## config.mk

```make
export PLATFORM = sky130hd
export DESIGN_NAME = scrc_ctrl
export DESIGN_NICKNAME = d
export VERILOG_FILES = /design/src/design/scrc_pkg.sv /design/src/design/scrc_ctrl.sv
export SDC_FILE = /design/constraint.sdc
export NUM_CORES = 1
export LEC_CHECK = 0
export BUFFER_PORTS_ARGS = -buffer_cell sky130_fd_sc_hd__buf_2
export CORE_AREA = 2 2 39 41
export DETAILED_ROUTE_END_ITERATION = 10
export DIE_AREA = 0 0 41 43
export GPL_TIMING_DRIVEN = 0
export PLACE_DENSITY = 0.41
export SETUP_SLACK_MARGIN = 0.4
export SLEW_MARGIN = 15
export SYNTH_ARGS = -nofsm -noshare
export SYNTH_HDL_FRONTEND = slang
export SYNTH_SLANG_ARGS = --single-unit
```

## constraint.sdc

```tcl
create_clock -name clk_i -period 1.6 [get_ports clk_i]
set_input_delay 0 -clock clk_i [delete_from_list [all_inputs] [get_ports clk_i]]
set_output_delay 0 -clock clk_i [all_outputs]
set_load 0.02 [all_outputs]
```

## src/design/scrc_pkg.sv

```systemverilog
// ----------------------------------------------------------------------------
// scrc_pkg
// shared constants and types for the size class run cache
// ----------------------------------------------------------------------------
package scrc_pkg;

  localparam int CLASS_COUNT = 16;
  localparam int CAP         = 16;
  localparam int PTR_BITS    = 48;

  // fixed field widths
  localparam int OUT_W   = 48;
  localparam int PAGES_W = 16;
  localparam int ALIGN_W = 6;
  localparam int SC_W    = 16;
  localparam int LCAP_W  = 5;

  // derived widths
  localparam int STORE_W = (PTR_BITS < OUT_W) ? PTR_BITS : OUT_W;
  localparam int CLS_W   = (CLASS_COUNT > 1) ? $clog2(CLASS_COUNT) : 1;
  localparam int FILL_W  = $clog2(CAP + 1);
  localparam int DEPTH   = CLASS_COUNT * CAP;
  localparam int ADDR_W  = (DEPTH > 1) ? $clog2(DEPTH) : 1;
  localparam int CMP_W   = (FILL_W > LCAP_W) ? FILL_W : LCAP_W;

  // configuration port
  localparam int CFG_IDX_W  = 2;
  localparam int CFG_DATA_W = 8;
  localparam logic [CFG_IDX_W-1:0] CFG_SPLIT_MODE = 2'd0;
  localparam logic [CFG_IDX_W-1:0] CFG_LARGE_CAP  = 2'd1;
  localparam logic [LCAP_W-1:0]    LCAP_RESET     = 5'd16;

  // request codes
  localparam logic REQ_PUSH = 1'b0;
  localparam logic REQ_POP  = 1'b1;

  // class decode constants
  localparam logic [ALIGN_W-1:0] ALIGN_BASE  = 6'd12;
  localparam logic [ALIGN_W-1:0] ALIGN_8K    = 6'd13;
  localparam logic [ALIGN_W-1:0] ALIGN_TOP   = 6'd15;
  localparam logic [PAGES_W-1:0] PAGES_ONE   = 16'd1;
  localparam logic [PAGES_W-1:0] PAGES_TWO   = 16'd2;
  localparam logic [PAGES_W-1:0] PAGES_LARGE = 16'd16;
  localparam logic [SC_W-1:0]    SC_SMALL    = 16'd2048;

  typedef struct packed {
    logic load_req;
    logic exec;
    logic fetch;
  } scrc_cmd_t;

  typedef struct packed {
    logic pop_hit;
  } scrc_sts_t;

endpackage

```

## src/design/scrc_ctrl.sv

```systemverilog
// ----------------------------------------------------------------------------
// scrc_ctrl
// sequencer for the run cache: accept, decode and update, memory fetch
// ----------------------------------------------------------------------------
module scrc_ctrl (
  input  logic                clk_i,
  input  logic                rst_ni,
  input  logic                in_valid_i,
  output logic                in_stall_o,
  output logic                out_valid_o,
  input  logic                out_stall_i,
  output scrc_pkg::scrc_cmd_t cmd_o,
  input  scrc_pkg::scrc_sts_t sts_i
);

  typedef enum logic [2:0] {
    ST_IDLE   = 3'b001,
    ST_DECODE = 3'b010,
    ST_FETCH  = 3'b100
  } state_e;

  state_e state_q, state_d;
  logic   res_valid_q, res_valid_d;
  logic   go;

  assign in_stall_o  = (state_q != ST_IDLE);
  assign out_valid_o = res_valid_q;

  // the result register may be reused once its word leaves at this edge
  assign go = !res_valid_q || !out_stall_i;

  always_comb begin
    state_d        = state_q;
    cmd_o.load_req = 1'b0;
    cmd_o.exec     = 1'b0;
    cmd_o.fetch    = 1'b0;
    case (state_q)
      ST_IDLE: begin
        if (in_valid_i) begin
          cmd_o.load_req = 1'b1;
          state_d        = ST_DECODE;
        end
      end
      ST_DECODE: begin
        if (go) begin
          cmd_o.exec = 1'b1;
          state_d    = sts_i.pop_hit ? ST_FETCH : ST_IDLE;
        end
      end
      ST_FETCH: begin
        cmd_o.fetch = 1'b1;
        state_d     = ST_IDLE;
      end
      default: begin
        state_d = ST_IDLE;
      end
    endcase
  end

  always_comb begin
    res_valid_d = res_valid_q;
    if (!out_stall_i) begin
      res_valid_d = 1'b0;
    end
    if ((cmd_o.exec && !sts_i.pop_hit) || cmd_o.fetch) begin
      res_valid_d = 1'b1;
    end
  end

  always_ff @(posedge clk_i or negedge rst_ni) begin
    if (!rst_ni) begin
      state_q     <= ST_IDLE;
      res_valid_q <= 1'b0;
    end else begin
      state_q     <= state_d;
      res_valid_q <= res_valid_d;
    end
  end

endmodule

```

# Word level (Yosys, flattened, before mapping)
# Cells that the tools add are included.
# totals
regBits	4
in_bits	5
out_inout_bits	5
word_cells	27
# op_classes
eq_ne	7
mux	11
reduce_logical	7
# ops
operator	count
3-bit 2-to-1 mux	3
1-bit 2-to-1 mux	7
3-bit one-hot mux with 2 select lines	1
2-bit != test, second input constant	2
3-bit by 1-bit equality test with 1-bit output, second input constant	1
3-bit by 2-bit equality test with 1-bit output, second input constant	1
3-bit equality test, second input constant	1
1-bit zero test	3
3-bit by 1-bit != test with 1-bit output, second input constant	1
1-bit logical OR	2
2-bit by 1-bit != test with 1-bit output, second input constant	1
2-bit AND reduction	1
1-bit logical AND	1

# Longest topological paths before layout
# Gate-level depths: netlist of run 1.
# depth
ltp_word	7
depth_mapped	2
depth_no_buf	2

# Worst setup path before layout of run 1
# No wires, ideal clock.
# synth_timing
kind	reg-to-reg
start	register state_q[2]
end	register res_valid_q (netlist: out_valid_o)
setup_ns	0.067
arrival_time_ns	1.212
required_time_ns	1.533
path_slack_ns	0.322
path_stages_with_launch	3
path_buffers	0
synth_period_minus_slack_ns	1.278
path_cell_list	dfrtp_1 nor3b_1 a211o_1
# synth_rtl
item	line	rtl
from (decl)	scrc_ctrl.sv:22	state_e state_q, state_d;
from (signal assigned)	scrc_ctrl.sv:75	state_q <= state_d;
to (signal assigned)	scrc_ctrl.sv:76	res_valid_q <= res_valid_d;
to (decl)	scrc_ctrl.sv:23	logic res_valid_q, res_valid_d;

# Worst setup path after layout of run 1
# layout_timing
start	register state_q[0]
end	output port in_stall_o
# layout_between
elab_chain_cells	1
# layout_lines
item	line	rtl
3-bit by 1-bit != test with 1-bit output	scrc_ctrl.sv:26	assign in_stall_o = (state_q != ST_IDLE);
to (decl)	scrc_ctrl.sv:9	output logic in_stall_o,
# Every way passes these cells.

==> implementation parameters, run 1 <==
Parameter                              Value

Cells and area
  Ant. Diodes ... 0
  Fraction of final layout cells sized beyond drive strength 1 ... between 60% and 70%
  Syn-to-layout area delta ... 82.25%
  Total Nets Final ... 42

Placed design
  Minimum setup slack after placement ... roughly 0.4 ns
  Placer congestion estimate ... about 0.66
  Port-buffer cells ... 9
  Detailed placer's ending HPWL ... 384.8 um

Synth
  Sequential area share after synthesis ... between 40% and 50%
  Unique cell type count in the Yosys netlist ... 15
  Yosys synthesis warning count ... 0
  Flip-flop and latch count after synthesis ... 4
  Post-Syn Area per Cell ... approximately 11 sq um
  Number of standard cells after synthesis ... 19
  Synthesized netlist net count ... 24
  Netlist area before placement ... 211.5 sq um

STA
  Worst setup slack after layout ... around 0.34 ns
  RSZ-0062 raised after global routing ... yes
  Final number of hold-violating endpoints ... 0
  Total count of max-transition violations in the final report ... 0
  Period minus WS final ... around 1.3 ns
  Fraction of the cycle the final worst path needs ... about four fifths
  Final clock skew ... 0.005071 ns
  Slew at the pin closest to its max-slew limit ... around 0.27 ns
  Highest clock rate ... ~790 MHz
  Setup-failing EPs final ... 0
  Slew headroom ... 81.65%
  Sum of negative setup slack ... 0 ns

Drt
  First-pass DRT Iterations ... 2
  DRT Wirelength ... 539 um
  Overall via count from detail_route ... around 210
  Post-detailed-route via-to-cell ratio ... approximately 4
  DRC violations left ... 0
  Remaining antenna violation count ... 0
  WL per Instance ... 10.37 um
  Number of DRC markers in iteration 0 ... 3

Power
  Pwr dens ... roughly 1200 mW/mm^2
  VDD IR max ... 409.1 uV
  Leakage component of the power ... ~0.18 nW

Floorplan
  Die height ... approximately 43 um
  Total I/O pin count ... 10
  Row Count ... 14
  Die Width ... slightly above 40 um
  Die outline area ... 0.001763 sq mm
  Area of the core ... 0.001384 sq mm
  Effective utilization at floorplan ... 15.28%

Min path
  Hold Path End ... state_q[2]$_DFFE_PN0P_
  Hold Crit Start ... sts_i
  Hold Crit Depth ... 3
  Worst hold path type ... primary input to register

Global routing
  Remaining global-route overflow ... 0
  Number of antenna violations at the first check in global routing ... 0
  Maximum number of pins on one net before global-route repair ... 9
  GR Util All Layers ... about 7.4%
  Via count of the first global-routing pass ... 216
  Global-route wire length before repair ... a little over 800 um

Critical path
  R2R Path Start ... state_q[0]$_DFFE_PN1P_
  Slack of the worst reg-to-reg path ... 0.45 ns
  Category of the worst setup path capture point ... primary output
  Critical path startpoint ... state_q[0]$_DFFE_PN1P_
  CP startpoint kind ... register
  Data required time at the worst endpoint ... around 1.6 ns
  Worst EP arrival ... ~1.3 ns
  Critical path class ... register to primary output
  Maximum fanout along the worst path ... 2
  Number of cells on the worst reg-to-reg path ... 4
  R2r endpoint ... out_valid_o$_DFFE_PN0P_

CTS
  Number of clock sinks ... 4
  CTS HTree Levels ... 1
  Root Buffer Master ... sky130_fd_sc_hd__clkbuf_4
  Clock network latency to the later pin of the worst-skew pair ... 0.23 ns
  Clock-pin slew of the registers on the worst-case setup and hold paths ... 0.04 ns
  Number of buffers on the longest clock path ... 2
  Total clock buffers created by CTS ... 3
  CTS tree ... done

Job
  Number of violations of the max-capacitance limit ... 0

Outcome
  Status ... complete, no violations
## critical path, stage by stage (launching register included)
cell and delay (ns):
sky130_fd_sc_hd__dfstp_2 0.52, sky130_fd_sc_hd__or3b_4 0.38, sky130_fd_sc_hd__buf_6 0.14
## final cells by class
| cell class | count | area, sq um |
|---|---|---|
| Clock buffer | 4 | 26.28 |
| Tap cell | 16 | 20.02 |
| Multi-Input combinational cell | 13 | 128.9 |
| Inverter | 2 | 7.507 |
| Timing Repair Buffer | 13 | 98.84 |
| Fill cell | 154 | 998.5 |
| Sequential cell | 4 | 103.9 |
## report_power, final
group / switching (mW) / internal, mW / leakage, nW
sequential: 0.0286 / 0.125 / 0.0479
combinational: 0.0810 / 0.107 / 0.118
clock: 0.0425 / 0.0937 / 0.0150
## Yosys cell counts
cell | number | area, sq um
sky130_fd_sc_hd__dfrtp_1 | 3 | 75.07
sky130_fd_sc_hd__a21oi_1 | 2 | 10.01
sky130_fd_sc_hd__inv_1 | 2 | 7.510
sky130_fd_sc_hd__a2111oi_2 | 1 | 15.01
sky130_fd_sc_hd__a211o_1 | 1 | 8.760
sky130_fd_sc_hd__a211oi_1 | 1 | 7.510
sky130_fd_sc_hd__dfstp_2 | 1 | 26.28
sky130_fd_sc_hd__nand2b_1 | 1 | 6.260
sky130_fd_sc_hd__nand3b_1 | 1 | 7.510
sky130_fd_sc_hd__nand4b_1 | 1 | 8.760
sky130_fd_sc_hd__nor2_1 | 1 | 3.750
sky130_fd_sc_hd__nor3b_1 | 1 | 7.510
sky130_fd_sc_hd__nor4b_1 | 1 | 8.760
sky130_fd_sc_hd__o32a_1 | 1 | 10.01
sky130_fd_sc_hd__or3b_1 | 1 | 8.760
## kinds of logic (layout without fill, tap and decap cells)
kind of cell / after synthesis / after routing / share of synthesized area [%]
simple gates: 7 / 7 / 24.27
buf+inv: 2 / 19 / 3.552
flops: 4 / 4 / 47.93
compound gates: 6 / 6 / 24.26
## layout by cell type (no fill, tap or decap)
| cell | n |
|---|---|
| sky130_fd_sc_hd__a2111oi_2 | 1 |
| sky130_fd_sc_hd__a211o_1 | 1 |
| sky130_fd_sc_hd__a211oi_2 | 1 |
| sky130_fd_sc_hd__a21oi_1 | 2 |
| sky130_fd_sc_hd__buf_2 | 5 |
| sky130_fd_sc_hd__buf_4 | 4 |
| sky130_fd_sc_hd__buf_6 | 3 |
| sky130_fd_sc_hd__clkbuf_1 | 1 |
| sky130_fd_sc_hd__clkbuf_4 | 3 |
| sky130_fd_sc_hd__dfrtp_1 | 1 |
| sky130_fd_sc_hd__dfrtp_2 | 2 |
| sky130_fd_sc_hd__dfstp_2 | 1 |
| sky130_fd_sc_hd__dlygate4sd3_1 | 1 |
| sky130_fd_sc_hd__inv_1 | 2 |
| sky130_fd_sc_hd__nand2b_4 | 1 |
| sky130_fd_sc_hd__nand3b_1 | 1 |
| sky130_fd_sc_hd__nand4b_1 | 1 |
| sky130_fd_sc_hd__nor2_1 | 1 |
| sky130_fd_sc_hd__nor3b_4 | 1 |
| sky130_fd_sc_hd__nor4b_1 | 1 |
| sky130_fd_sc_hd__o32a_1 | 1 |
| sky130_fd_sc_hd__or3b_4 | 1 |
## per-layer routing
layer / GRT usage, % / vias to the layer above / routed length, um
met3: 1.571 / 0 / 50
met4: 8.000 / 0 / 0
li1: - / 109 / -
met1: 9.121 / 88 / 254
met5: 0 / - / 0
met2: 9.375 / 9 / 234
## what timing repair did
item                                   in CTS  in global routing
endpoints found under the hold margin       4                  0
setup endpoints to repair                   3                  5
hold buffers                                1                  0
resized for setup                           5                  7
pin swaps                                   1                  2
cloned                                      0                  0
buffers inserted                            2                  1
## through the flow
stage          area, sq um  utilization, %  power, mW  hold slack [ns]  std cells
2_1_floorplan        219.0               -     0.2312          -0.2956         19
4_1_cts              356.6           25.77     0.4641         0.006900         51
6_report             385.4           27.85     0.4777          0.01810         52
5_1_grt              385.4           27.85     0.5085          0.02725         52
3_5_place_dp         284.0           20.52     0.2741          -0.1915         44
3_3_place_gp         284.0           20.52     0.2721          -0.1955         44
## sequential cells by signal, summed over array words and instances, names as in the netlist
signal and cells:
state_q 3, out_valid_o 1
## how the worst max path moves through the flow
| stage | end | slack (ns) | cells after the start |
|---|---|---|---|
| after global routing | in_stall_o | 0.30 | 2 |
| after global placement | state_q[0]$_DFFE_PN1P_ | 0.41 | 2 |
| after floorplan | state_q[0]$_DFFE_PN1P_ | 0.39 | 2 |
| after detailed placement | state_q[0]$_DFFE_PN1P_ | 0.40 | 2 |
| final | in_stall_o | 0.34 | 2 |
| after CTS | in_stall_o | 0.32 | 2 |
Power figures use the tool's default switching activity.
==> run 2: changes to the inputs <==
PLACE_DENSITY = 0.42   (was 0.41)
clock period = 1.1 ns   (was 1.6 ns; I/O delays follow)
==> implementation parameters, run 2 (same netlist as run 1, synthesis figures left out) <==
Parameter                              Value

Floorplan
  Die outline area ... 0.001763 sq mm
  Die Width ... about 41 um
  Area of the core ... 0.001384 sq mm
  Row Count ... 14
  Die height ... ~43 um
  Total I/O pin count ... 10
  Effective utilization at floorplan ... 15.28%

CTS
  CTS HTree Levels ... 1
  CTS tree ... done
  Total clock buffers created by CTS ... 3
  Root Buffer Master ... sky130_fd_sc_hd__clkbuf_4
  Number of buffers on the longest clock path ... 2
  Number of clock sinks ... 4
  Clock-pin slew of the registers on the worst-case setup and hold paths ... 0.03 ns
  Clock network latency to the later pin of the worst-skew pair ... approximately 0.23 ns

Drt
  WL per Instance ... 11.49 um
  Overall via count from detail_route ... 248
  First-pass DRT Iterations ... 2
  DRC violations left ... 0
  DRT Wirelength ... 632 um
  Number of DRC markers in iteration 0 ... 3
  Remaining antenna violation count ... 0
  Post-detailed-route via-to-cell ratio ... 4.509

Cells and area
  Count of fill cells added during filler insertion ... between 100 and 150
  Max reg flops ... 3
  Register area ... 105.1 sq um
  Syn-to-layout area delta ... 104.1%
  Commonest cells after routing, fill and taps aside ... sky130_fd_sc_hd__buf_4, sky130_fd_sc_hd__buf_2, sky130_fd_sc_hd__buf_6
  Total area of multi-input combinational cells ... 145.1 sq um
  Total Nets Final ... between 40 and 50
  Ant. Diodes ... 0
  Commonest non-fill, non-tap cell in the layout ... sky130_fd_sc_hd__buf_4
  Fraction of final layout cells sized beyond drive strength 1 ... between 70% and 80%
  Register containing the most flip-flops in the final layout ... state_q

Global routing
  Remaining global-route overflow ... 0
  Global-route wire length before repair ... 903 um
  Via count of the first global-routing pass ... 231
  Number of antenna violations at the first check in global routing ... 0
  GR Util All Layers ... just over 8%
  Maximum number of pins on one net before global-route repair ... 9

STA
  Setup-failing EPs final ... 6
  Worst-case hold slack ... between 0.04 and 0.05 ns
  Fraction of the cycle the final worst path needs ... 114.9%
  Slew headroom ... 81.88%
  Total count of max-transition violations in the final report ... 0
  Highest clock rate ... 791.2 MHz
  Final clock skew ... 0.007130 ns
  Worst setup slack after layout ... -0.1639 ns
  RSZ-0062 raised after global routing ... yes
  Period minus WS final ... around 1.3 ns
  Final number of hold-violating endpoints ... 0
  Slew at the pin closest to its max-slew limit ... 0.2680 ns

Min path
  Worst hold path type ... primary input to register

Placed design
  Port-buffer cells ... 9
  Placer congestion estimate ... 0.6280

Outcome
  Violated checks ... negative setup slack
  Status ... complete, but fails checks

Critical path
  Critical path class ... register to primary output
  Worst EP arrival ... between 1 and 1.5 ns
  Data required time at the worst endpoint ... approximately 1.1 ns
  CP startpoint kind ... register
  Category of the worst setup path capture point ... primary output
  Maximum fanout along the worst path ... 2

Power
  Leakage component of the power ... about 0.2 nW
  Pwr dens ... about 1700 mW/mm^2
  Total Power ... between 700 and 800 uW
  VDD IR max ... 537.6 uV

Job
  Number of violations of the max-capacitance limit ... 0
==> run 2: report_power, final <==
group | switching, mW | total [mW] | internal [mW]
Combinational | 0.143 | 0.335 | 0.192
Clock | 0.0596 | 0.196 | 0.136
Sequential | 0.0360 | 0.219 | 0.183
Total | 0.239 | 0.750 | 0.511
==> run 2: layer usage <==
layer / GRT usage [%] / wire length [um]
met1: 8.170 / 249
met2: 12.19 / 319
met3: 3.141 / 63
met4: 8.000 / 0
met5: 0 / 0
==> run 2: critical path, stage by stage, from the launching register on <==
cell,delay [ns]
sky130_fd_sc_hd__dfstp_2,0.52
sky130_fd_sc_hd__or3b_4,0.38
sky130_fd_sc_hd__buf_6,0.14
==> run 2: final timing paths <==
check / startpoint / to / slack [ns] / cells after the start
worst min-delay path: out_stall_i / state_q[2]$_DFFE_PN0P_ / 0.05 / 2
max in group asynchronous: rst_ni / state_q[0]$_DFFE_PN1P_ / 0.79 / 2
worst max-delay path: state_q[0]$_DFFE_PN1P_ / in_stall_o / -0.16 / 2
worst max register to register: state_q[0]$_DFFE_PN1P_ / out_valid_o$_DFFE_PN0P_ / -0.06 / 4
min in group asynchronous: rst_ni / state_q[1]$_DFFE_PN0P_ / 0.10 / 2
worst min register to register: state_q[2]$_DFFE_PN0P_ / state_q[1]$_DFFE_PN0P_ / 0.55 / 1
==> run 2: metrics by stage <==
step	setup slack, ns	util, %	area (sq um)	TNS, ns	std cells
global route	-0.1985	31.19	431.7	-0.8418	55
floorplan	-0.1107	-	220.2	-0.1258	19
finish	-0.1639	31.19	431.7	-0.5801	55
CTS	-0.1775	29.11	402.9	-0.6882	53
detailed placement	-0.1118	20.61	285.3	-0.1236	44
global placement	-0.1009	20.61	285.3	-0.1031	44
==> run 2: cell type report <==
cell class	count	share of cell area, %
Sequential cell	4	24.35
Multi-Input combinational cell	13	33.62
Clock buffer	4	6.087
Inverter	2	1.739
Timing Repair Buffer	16	29.57
Tap cell	16	4.638
==> run 2: what timing repair did <==
action / CTS / global route
hold buffers: 1 / 0
endpoints found under the hold margin: 4 / 0
pin swaps: 2 / 3
setup buffers: 4 / 2
resized for setup: 14 / 2
setup endpoints to repair: 9 / 9
